===== config.mk =====
export PLATFORM = sky130hd
export DESIGN_NAME = avcc_to_annexb_converter_unit
export DESIGN_NICKNAME = d
export VERILOG_FILES = /design/src/hw/rtl/acab_pkg.sv /design/src/hw/rtl/acab_front.sv /design/src/hw/rtl/acab_queue.sv /design/src/hw/rtl/acab_back.sv /design/src/hw/rtl/avcc_to_annexb_converter_unit.sv
export SDC_FILE = /design/constraint.sdc
export NUM_CORES = 1
export LEC_CHECK = 0
export ABC_AREA = 1
export BUFFER_PORTS_ARGS = -buffer_cell sky130_fd_sc_hd__buf_2
export CORE_AREA = 5 5 143 145
export CTS_BUF_LIST = sky130_fd_sc_hd__clkbuf_4
export DETAILED_ROUTE_END_ITERATION = 10
export DIE_AREA = 0 0 148 150
export PLACE_DENSITY_LB_ADDON = 0.12
export SLEW_MARGIN = 20
export SYNTH_ARGS = -nofsm -noshare
export SYNTH_HDL_FRONTEND = slang
export SYNTH_SLANG_ARGS = --single-unit

===== constraint.sdc =====
create_clock -name aclk -period 7.1 [get_ports aclk]
set_clock_uncertainty 0.2 [all_clocks]
set_input_delay 0.355 -clock aclk [delete_from_list [all_inputs] [get_ports aclk]]
set_output_delay 0.355 -clock aclk [all_outputs]
set_load 0.01 [all_outputs]

===== src/hw/rtl/acab_pkg.sv =====
`timescale 1ns / 1ps
// ----------------------------------------------------------------------------
// acab_pkg: shared types and constants for the record converter
// Payload structs for both channels, the parser-to-emitter command and the
// status codes reported with the final result of a record.
// ----------------------------------------------------------------------------
package acab_pkg;

    localparam int DEFAULT_MAX_SETS = 32;
    localparam int QUEUE_DEPTH      = 4;
    localparam int QUEUE_AW         = $clog2(QUEUE_DEPTH);

    localparam logic [2:0] START_CODE_LEN  = 3'd4;
    localparam logic [7:0] START_CODE_TAIL = 8'h01;
    localparam logic [2:0] LEN_SIZE_RESET  = 3'd4;
    localparam logic [2:0] LEN_SIZE_BAD    = 3'd3;
    localparam logic [7:0] VERSION_ONE     = 8'h01;
    localparam logic [4:0] SPS_COUNT_MASK  = 5'h1F;
    localparam logic [2:0] HDR_SEEN_MAX    = 3'd7;

    typedef enum logic [1:0] {
        ST_CONVERTED   = 2'd0,
        ST_NO_SETS     = 2'd1,
        ST_RAW_HEADER  = 2'd2,
        ST_RAW_NO_HDR  = 2'd3
    } status_t;

    typedef struct packed {
        logic [7:0] in_byte;
        logic       is_last;
    } in_item_t;

    typedef struct packed {
        logic [7:0] out_byte;
        logic       byte_valid;
        logic       end_of_record;
        logic [1:0] status;
        logic [2:0] nal_length_size;
        logic [5:0] sets_found;
    } out_item_t;

    // One queued command: start code, one data byte, and/or the end status.
    typedef struct packed {
        logic       is_sc;
        logic       is_data;
        logic       has_end;
        logic [7:0] data;
        status_t    status;
        logic [2:0] nls;
        logic [5:0] sets;
    } cmd_t;

endpackage


===== src/hw/rtl/acab_front.sv =====
`timescale 1ns / 1ps
// ----------------------------------------------------------------------------
// acab_front: record parser
// Walks the configuration record one byte per request and turns each byte
// into at most one command for the emitter.
// ----------------------------------------------------------------------------
module acab_front #(
    parameter int MAX_SETS = acab_pkg::DEFAULT_MAX_SETS
) (
    input  logic              aclk,
    input  logic              aresetn,
    input  logic              in_valid,
    output logic              in_ready,
    input  acab_pkg::in_item_t in_item,
    input  logic              q_full,
    output logic              push,
    output acab_pkg::cmd_t    cmd
);

    typedef enum logic [3:0] {
        PH_VERSION, PH_PROFILE, PH_COMPAT, PH_LEVEL, PH_LENSIZE, PH_SPSCOUNT,
        PH_LEN_HI, PH_LEN_LO, PH_DATA, PH_PPSCOUNT, PH_DONE
    } phase_t;

    phase_t      phase_reg, phase_next;
    logic [2:0]  hbs_reg, hbs_next;
    logic        fbz_reg, fbz_next;
    logic [7:0]  sets_left_reg, sets_left_next;
    logic [15:0] bytes_left_reg, bytes_left_next;
    logic [7:0]  len_high_reg, len_high_next;
    logic [5:0]  set_total_reg, set_total_next;
    logic [2:0]  len_size_reg, len_size_next;
    logic        failed_reg, failed_next;
    logic        in_pps_reg, in_pps_next;

    logic        accept;
    logic [7:0]  b;
    logic [7:0]  sets_dec;
    logic [15:0] bytes_dec;
    logic [15:0] len;
    phase_t      finish_phase;

    assign in_ready = !q_full;
    assign accept   = in_valid && in_ready;
    assign b        = in_item.in_byte;
    assign sets_dec = sets_left_reg - 8'd1;
    assign bytes_dec = bytes_left_reg - 16'd1;
    assign len      = {len_high_reg, b};

    always_comb begin
        if (sets_dec != 8'd0) begin
            finish_phase = PH_LEN_HI;
        end else if (in_pps_reg) begin
            finish_phase = PH_DONE;
        end else begin
            finish_phase = PH_PPSCOUNT;
        end
    end

    always_comb begin
        phase_next      = phase_reg;
        hbs_next        = hbs_reg;
        fbz_next        = fbz_reg;
        sets_left_next  = sets_left_reg;
        bytes_left_next = bytes_left_reg;
        len_high_next   = len_high_reg;
        set_total_next  = set_total_reg;
        len_size_next   = len_size_reg;
        failed_next     = failed_reg;
        in_pps_next     = in_pps_reg;
        cmd             = '0;
        push            = 1'b0;

        if (accept) begin
            if (hbs_reg < acab_pkg::HDR_SEEN_MAX) begin
                hbs_next = hbs_reg + 3'd1;
            end
            if (!failed_reg) begin
                case (phase_reg)
                    PH_VERSION: begin
                        fbz_next = (b == 8'd0);
                        if (b != acab_pkg::VERSION_ONE) begin
                            failed_next = 1'b1;
                        end else begin
                            phase_next = PH_PROFILE;
                        end
                    end
                    PH_PROFILE: phase_next = PH_COMPAT;
                    PH_COMPAT:  phase_next = PH_LEVEL;
                    PH_LEVEL:   phase_next = PH_LENSIZE;
                    PH_LENSIZE: begin
                        len_size_next = {1'b0, b[1:0]} + 3'd1;
                        if (len_size_next == acab_pkg::LEN_SIZE_BAD) begin
                            failed_next = 1'b1;
                        end else begin
                            phase_next = PH_SPSCOUNT;
                        end
                    end
                    PH_SPSCOUNT: begin
                        in_pps_next    = 1'b0;
                        sets_left_next = {3'b000, b[4:0] & acab_pkg::SPS_COUNT_MASK};
                        phase_next     = (sets_left_next == 8'd0) ? PH_PPSCOUNT : PH_LEN_HI;
                    end
                    PH_PPSCOUNT: begin
                        in_pps_next    = 1'b1;
                        sets_left_next = b;
                        phase_next     = (b == 8'd0) ? PH_DONE : PH_LEN_HI;
                    end
                    PH_LEN_HI: begin
                        len_high_next = b;
                        phase_next    = PH_LEN_LO;
                    end
                    PH_LEN_LO: begin
                        if (set_total_reg >= 6'(MAX_SETS)) begin
                            failed_next = 1'b1;
                        end else begin
                            set_total_next = set_total_reg + 6'd1;
                            cmd.is_sc      = 1'b1;
                            if (len == 16'd0) begin
                                sets_left_next = sets_dec;
                                phase_next     = finish_phase;
                            end else begin
                                bytes_left_next = len;
                                phase_next      = PH_DATA;
                            end
                        end
                    end
                    PH_DATA: begin
                        cmd.is_data     = 1'b1;
                        cmd.data        = b;
                        bytes_left_next = bytes_dec;
                        if (bytes_dec == 16'd0) begin
                            sets_left_next = sets_dec;
                            phase_next     = finish_phase;
                        end
                    end
                    default: ;
                endcase
            end

            cmd.nls  = len_size_next;
            cmd.sets = set_total_next;

            if (in_item.is_last) begin
                cmd.has_end = 1'b1;
                if (!failed_next && phase_next == PH_DONE) begin
                    cmd.status = (set_total_next == 6'd0) ? acab_pkg::ST_NO_SETS
                                                          : acab_pkg::ST_CONVERTED;
                end else if (hbs_next == acab_pkg::HDR_SEEN_MAX && fbz_next) begin
                    cmd.status = acab_pkg::ST_RAW_NO_HDR;
                end else begin
                    cmd.status = acab_pkg::ST_RAW_HEADER;
                end
                // start the next record from scratch
                phase_next      = PH_VERSION;
                hbs_next        = '0;
                fbz_next        = 1'b0;
                sets_left_next  = '0;
                bytes_left_next = '0;
                len_high_next   = '0;
                set_total_next  = '0;
                len_size_next   = acab_pkg::LEN_SIZE_RESET;
                failed_next     = 1'b0;
                in_pps_next     = 1'b0;
            end
            push = cmd.is_sc || cmd.is_data || cmd.has_end;
        end
    end

    always_ff @(posedge aclk) begin
        if (!aresetn) begin
            phase_reg      <= PH_VERSION;
            hbs_reg        <= '0;
            fbz_reg        <= 1'b0;
            sets_left_reg  <= '0;
            bytes_left_reg <= '0;
            len_high_reg   <= '0;
            set_total_reg  <= '0;
            len_size_reg   <= acab_pkg::LEN_SIZE_RESET;
            failed_reg     <= 1'b0;
            in_pps_reg     <= 1'b0;
        end else begin
            phase_reg      <= phase_next;
            hbs_reg        <= hbs_next;
            fbz_reg        <= fbz_next;
            sets_left_reg  <= sets_left_next;
            bytes_left_reg <= bytes_left_next;
            len_high_reg   <= len_high_next;
            set_total_reg  <= set_total_next;
            len_size_reg   <= len_size_next;
            failed_reg     <= failed_next;
            in_pps_reg     <= in_pps_next;
        end
    end

endmodule


===== src/hw/rtl/acab_queue.sv =====
`timescale 1ns / 1ps
// ----------------------------------------------------------------------------
// acab_queue: command queue
// Small first-in first-out store between parser and emitter.
// ----------------------------------------------------------------------------
module acab_queue (
    input  logic           aclk,
    input  logic           aresetn,
    input  logic           push,
    input  acab_pkg::cmd_t push_cmd,
    input  logic           pop,
    output acab_pkg::cmd_t head,
    output logic           empty,
    output logic           full
);

    acab_pkg::cmd_t                mem [acab_pkg::QUEUE_DEPTH];
    logic [acab_pkg::QUEUE_AW-1:0] wr_ptr_reg, rd_ptr_reg;
    logic [acab_pkg::QUEUE_AW:0]   count_reg;

    assign empty = (count_reg == '0);
    assign full  = (count_reg == (acab_pkg::QUEUE_AW + 1)'(acab_pkg::QUEUE_DEPTH));
    assign head  = mem[rd_ptr_reg];

    always_ff @(posedge aclk) begin
        if (push) begin
            mem[wr_ptr_reg] <= push_cmd;
        end
    end

    always_ff @(posedge aclk) begin
        if (!aresetn) begin
            wr_ptr_reg <= '0;
            rd_ptr_reg <= '0;
            count_reg  <= '0;
        end else begin
            if (push) begin
                wr_ptr_reg <= wr_ptr_reg + (acab_pkg::QUEUE_AW)'(1);
            end
            if (pop) begin
                rd_ptr_reg <= rd_ptr_reg + (acab_pkg::QUEUE_AW)'(1);
            end
            case ({push, pop})
                2'b10:   count_reg <= count_reg + (acab_pkg::QUEUE_AW + 1)'(1);
                2'b01:   count_reg <= count_reg - (acab_pkg::QUEUE_AW + 1)'(1);
                default: count_reg <= count_reg;
            endcase
        end
    end

endmodule


===== src/hw/rtl/acab_back.sv =====
`timescale 1ns / 1ps
// ----------------------------------------------------------------------------
// acab_back: result emitter
// Expands each queued command into start code bytes, a data byte and the end
// status, one result per cycle into the output register while fed, unstalled.
// ----------------------------------------------------------------------------
module acab_back (
    input  logic                aclk,
    input  logic                aresetn,
    input  acab_pkg::cmd_t      head,
    input  logic                q_empty,
    output logic                pop,
    output logic                m_valid,
    input  logic                m_ready,
    output acab_pkg::out_item_t m_item
);

    logic [2:0]          step_reg;
    logic                valid_reg;
    acab_pkg::out_item_t item_reg, item_next;
    logic [2:0]          n_bytes, n_total;
    logic                load, last_step;

    assign n_bytes   = head.is_sc ? acab_pkg::START_CODE_LEN : {2'b00, head.is_data};
    assign n_total   = n_bytes + {2'b00, head.has_end};
    assign last_step = (step_reg == n_total - 3'd1);
    assign load      = !q_empty && (!valid_reg || m_ready);
    assign pop       = load && last_step;

    always_comb begin
        item_next                 = '0;
        item_next.nal_length_size = head.nls;
        item_next.sets_found      = head.sets;
        if (step_reg < n_bytes) begin
            item_next.byte_valid = 1'b1;
            if (head.is_sc) begin
                item_next.out_byte = (step_reg == acab_pkg::START_CODE_LEN - 3'd1)
                                   ? acab_pkg::START_CODE_TAIL : 8'h00;
            end else begin
                item_next.out_byte = head.data;
            end
        end else begin
            item_next.end_of_record = 1'b1;
            item_next.status        = head.status;
        end
    end

    always_ff @(posedge aclk) begin
        if (load) begin
            item_reg <= item_next;
        end
    end

    always_ff @(posedge aclk) begin
        if (!aresetn) begin
            step_reg  <= '0;
            valid_reg <= 1'b0;
        end else begin
            if (load) begin
                valid_reg <= 1'b1;
                step_reg  <= last_step ? 3'd0 : step_reg + 3'd1;
            end else if (m_ready) begin
                valid_reg <= 1'b0;
            end
        end
    end

    assign m_valid = valid_reg;
    assign m_item  = item_reg;

endmodule


===== src/hw/rtl/avcc_to_annexb_converter_unit.sv =====
`timescale 1ns / 1ps
// ----------------------------------------------------------------------------
// avcc_to_annexb_converter_unit: decoder configuration record to Annex B
// Parses a decoder configuration record byte by byte and emits each SPS and
// PPS as a start code followed by its bytes, then a status on the last byte.
// ----------------------------------------------------------------------------
//  channel | direction | handshake          | payload
//  s_      | in        | s_valid / s_ready  | s_item  (in_byte, is_last)
//  m_      | out       | m_valid / m_ready  | m_item  (out_byte .. sets_found)
//
//  One request is taken per cycle while the command queue has room.
//  A data byte gives one output result; a set header gives four (the start
//  code), the last request one more for the status; the emitter sets the rate.
//  The four-entry queue absorbs start-code bursts, so data runs at one byte per
//  cycle if unstalled. Reset (aresetn low, synchronous) empties queue and
//  output. A stalled m_ready holds the output register; s_ready drops once full.
// ----------------------------------------------------------------------------
module avcc_to_annexb_converter_unit #(
    parameter int MAX_SETS = acab_pkg::DEFAULT_MAX_SETS
) (
    input  logic                aclk,
    input  logic                aresetn,
    input  logic                s_valid,
    output logic                s_ready,
    input  acab_pkg::in_item_t  s_item,
    output logic                m_valid,
    input  logic                m_ready,
    output acab_pkg::out_item_t m_item
);

    // parser to queue
    acab_pkg::cmd_t push_cmd;
    logic           push;
    // queue to emitter
    acab_pkg::cmd_t head;
    logic           q_empty, q_full, pop;

    // Front: classify each request, keep the record walk state.
    acab_front #(
        .MAX_SETS(MAX_SETS)
    ) u_front (
        .aclk     (aclk),
        .aresetn  (aresetn),
        .in_valid (s_valid),
        .in_ready (s_ready),
        .in_item  (s_item),
        .q_full   (q_full),
        .push     (push),
        .cmd      (push_cmd)
    );

    // Hold commands so parser and emitter stall independently.
    acab_queue u_queue (
        .aclk     (aclk),
        .aresetn  (aresetn),
        .push     (push),
        .push_cmd (push_cmd),
        .pop      (pop),
        .head     (head),
        .empty    (q_empty),
        .full     (q_full)
    );

    // Back: expand commands into output bytes and the final status.
    acab_back u_back (
        .aclk    (aclk),
        .aresetn (aresetn),
        .head    (head),
        .q_empty (q_empty),
        .pop     (pop),
        .m_valid (m_valid),
        .m_ready (m_ready),
        .m_item  (m_item)
    );

endmodule


==> summary.md <==
| Metric | Value |
|---|---|
| Gr ovfl total | 0 |
| Die Width | 148 microns |
| Fmax | 236 MHz |
| Slew Limit Fails | 0 |
| RSZ-0062 raised after global routing | false |
| Largest net degree at the start of global routing | 46 |
| Reg-to-Reg End | u_queue.count_reg[2]$_SDFFE_PN0P_ |
| Hold Vio Cnt, Final | 0 |
| Global-route wire length before repair | 32000 microns |
| CP max FO | 24 |
| Hold Path Stages | 5 |
| Switch share | 0.337 |
| H-tree depth | 4 |
| Residual DRC | 0 |
| Proportion of power drawn by the clock network | 0.269 |
| Clock-pin slew on the worst setup and hold paths | 0.16 ns |
| Share of layout cells above drive strength 1 | 0.130 |
| TritonCTS buffer count | 17 |
| Min setup slack post-route | 2.86 ns |
| Number of I/O pins | 36 |
| Worst Hold Class | in -> reg |
| Data required, critical path | 7.39 ns |
| Routability congestion estimate | 0.890 |
| Syn Area/Cell | 8.73 sq um |
| CP Launch Type | register |
| WS Path Type | reg -> reg |
| Sequential area share after synthesis | 0.539 |
| Min-delay src | s_valid |
| Area grow syn2layout | 10.1% |
| Post-synth EDFFs | 109 |
| Starting Density | 0.443 |
| Slew HR | 0.428 |
| Worst skew pair latency | 0.59 ns |
| Worst VDD drop | 0.0843 mV |
| Height of the chip | 150 microns |
| Maxcap violations | 0 |
| Number of synthesized register bits | 173 |
| Status | finished, final reports clean |
| Combinational group share of total power | 0.211 |
| Place WS | 2.83 ns |
| Syn. warnings | 0 |
| Switch Pwr | 0.000765 W |
| Critical path endpoint category | register |
| Fin crit period | 4.24 ns |
| Adder-cell share of the synthesized area | 0.0320 |
| Worst path arrival time | 4.52 ns |
| Worst reg2reg setup slack | 2.86 ns |
| GRT Overall Usage | 0.183 |
| Largest register FFs | 88 |
| Num rows | 51 |
| Vias in the first global route | 6137 |
| Setup TNS Final | 0 ns |
| Synth Area in Simple Gates | 0.222 |
| Cells on worst reg2reg path | 16 |
| Routed Antenna Nets | 0 |
| Post-Synth XOR/XNOR Area | 0.00933 |
| Cell Area, Synth | 0.00845 sq mm |
| Resize count post-CTS | 0 |
| CTS tree | built |
| # setup viols final | 0 |
| Final worst path period share | 0.597 |
| Initial antenna violation count | 1 |
| Post-Synthesis Cells | 967 |
| Asr flop ratio synth | 0 |
| Leak Pwr | 3.63 nW |
| Internal | 0.00151 W |
| Post-synthesis compound-gate area fraction | 0.138 |
| Post-synth top flop | edfxtp_1 |
| Die area | 0.0222 sq mm |
| Pwr per Cell Area | 244 mW/mm^2 |
| Via Count | 6533 |
| Slew @ Worst Pin | 0.836 ns |
| Reg power frac | 0.520 |
| Routed wire length | 19900 microns |
| Vias per cell | 5.17 |
| Sink Count | 173 |
| Mux cell area share after synthesis | 0 |
| DRT iter0 DRCs | 458 |
| Maximum root-to-sink buffer count | 2 |
| DRT Pass-1 Iters | 5 |
| Largest family of logic cells by synthesized area | simple AND/OR/NAND/NOR gates |
| Buffers on Ports | 35 |
| Layout Utilization | 0.487 |
| Avg WL per Cell | 15.7 microns |
| DP HPWL | 13800 microns |
| Root Driver | clkbuf_4 |
| Mapped Nets | 1001 |
| Synth cell types | 48 |
| Min-Delay Endpoint | u_front.in_pps_reg$_SDFFE_PN0P_ |
| Nets | 1044 |
| Core footprint | 0.0191 sq mm |
[power by group through the flow]
stage | clock network, W | registers [W] | logic, W
after global routing | 0.000671 | 0.00119 | 0.000546
after CTS | 0.000624 | 0.00118 | 0.000485
final | 0.000611 | 0.00118 | 0.000479
after detailed placement | 0 | 0.00121 | 0.000477
after floorplan | 0 | 0.00122 | 0.000321
after global placement | 0 | 0.00121 | 0.000477
[cell usage in the layout (no fill, tap or decap), types with 9 or more instances in the layout]
cell type | Yosys | final
clkbuf_4 | 0 | 17
nor2_2 | 15 | 18
nand2_2 | 10 | 10
nand2_1 | 167 | 167
dfxtp_1 | 64 | 64
o22ai_1 | 17 | 17
a21oi_1 | 71 | 71
o21ai_0 | 72 | 72
nand3_1 | 29 | 29
edfxtp_1 | 109 | 109
nand4_1 | 9 | 9
nor2_1 | 171 | 167
buf_2 | 4 | 35
ha_1 | 20 | 20
dlygate4sd3_1 | 0 | 10
inv_1 | 92 | 92
[stage by stage]
step / std cells / hold WS [ns] / area (sq um) / power, W
finish: 1263 / 0.0516 / 9300 / 0.00227
global route: 1263 / 0.0507 / 9300 / 0.00241
CTS: 1261 / 0.000232 / 9290 / 0.00229
detailed placement: 1219 / 0.251 / 8880 / 0.00168
global placement: 1219 / 0.242 / 8870 / 0.00168
floorplan: 967 / 0.228 / 8450 / 0.00154
[final cells by class]
cell class / count / area [sq um]
timing repair buffer: 53 / 335
fill: 1851 / 9780
inverter: 103 / 387
antenna: 2 / 5.00
clock inverter: 15 / 188
clock buffer: 17 / 128
sequential: 173 / 4550
multi-input combinational: 662 / 3400
tap: 238 / 298
[worst max-delay path, stage by stage (launching register included)]
cell	delay (ns)
dfxtp_1	0.84
inv_1	0.57
a21oi_1	0.26
a32o_1	0.27
nand2_1	0.11
ha_1	0.31
xnor2_1	0.12
nor3b_1	0.18
nand3_1	0.11
inv_1	0.10
ha_1	0.14
inv_1	0.07
fa_1	0.37
a21oi_1	0.14
o21ai_0	0.11
o21ai_0	0.16
a21oi_1	0.05
[how the worst max path moves through the flow]
stage	startpoint	end	slack, ns	cells after the start
after global routing	register	u_queue.count_reg[2]$_SDFFE_PN0P_	2.36	16
after global placement	register	u_queue.count_reg[2]$_SDFFE_PN0P_	2.84	16
final	register	u_queue.count_reg[2]$_SDFFE_PN0P_	2.86	16
after floorplan	u_queue.count_reg[0]$_SDFFE_PN0P_	u_queue.count_reg[2]$_SDFFE_PN0P_	3.63	11
after detailed placement	register	u_queue.count_reg[2]$_SDFFE_PN0P_	2.83	16
after CTS	register	u_queue.count_reg[2]$_SDFFE_PN0P_	2.78	16
[cell families (layout without fill, tap and decap cells)]
| group | count (synthesis) | after routing |
|---|---|---|
| and+or+nand+nor | 427 | 427 |
| adders and majority gates | 21 | 21 |
| xor gates and xnor gates | 9 | 9 |
| AOI/OAI and AO/OA | 205 | 205 |
| other | 0 | 2 |
| buffers and inverters | 132 | 188 |
| DFF | 173 | 173 |
[timing repair]
item	in CTS	in global routing
setup buffers	0	0
hold buffers	10	0
endpoints found under the hold margin	37	0
[layer usage]
metal	global-route usage	up-vias	part of all wire
met2	0.312	148	0.49
met1	0.241	3025	0.45
li1	-	3339	-
met4	0.0605	0	0.016
met5	0	-	0
met3	0.0282	21	0.035
[cells in the mapped netlist (2+ instances only)]
library cell | count | area share
ha_1 | 20 | 0.030
nor2_4 | 5 | 0.0067
xor2_1 | 7 | 0.0073
nor2_2 | 15 | 0.011
a32oi_1 | 3 | 0.0031
xnor2_1 | 2 | 0.0021
a21oi_1 | 71 | 0.042
nand3_1 | 29 | 0.017
inv_2 | 8 | 0.0036
buf_2 | 4 | 0.0024
a32o_1 | 2 | 0.0024
a211oi_1 | 8 | 0.0071
nand2_1 | 167 | 0.074
o22ai_1 | 17 | 0.013
nor3_1 | 3 | 0.0018
nand2_2 | 10 | 0.0074
clkbuf_1 | 21 | 0.0093
edfxtp_1 | 109 | 0.39
dfxtp_1 | 64 | 0.15
o21ai_0 | 72 | 0.043
o31ai_1 | 2 | 0.0018
inv_1 | 92 | 0.041
nand3_2 | 5 | 0.0059
nand3b_1 | 4 | 0.0036
nor2_1 | 171 | 0.076
nor2_8 | 2 | 0.0047
clkinv_1 | 3 | 0.0013
or2_2 | 3 | 0.0022
a22oi_1 | 5 | 0.0044
a31oi_1 | 3 | 0.0022
nand4_1 | 9 | 0.0067
o211ai_1 | 7 | 0.0062
buf_1 | 3 | 0.0013
o21ai_1 | 7 | 0.0041
No activity file was read; power rests on OpenSTA's default activity.
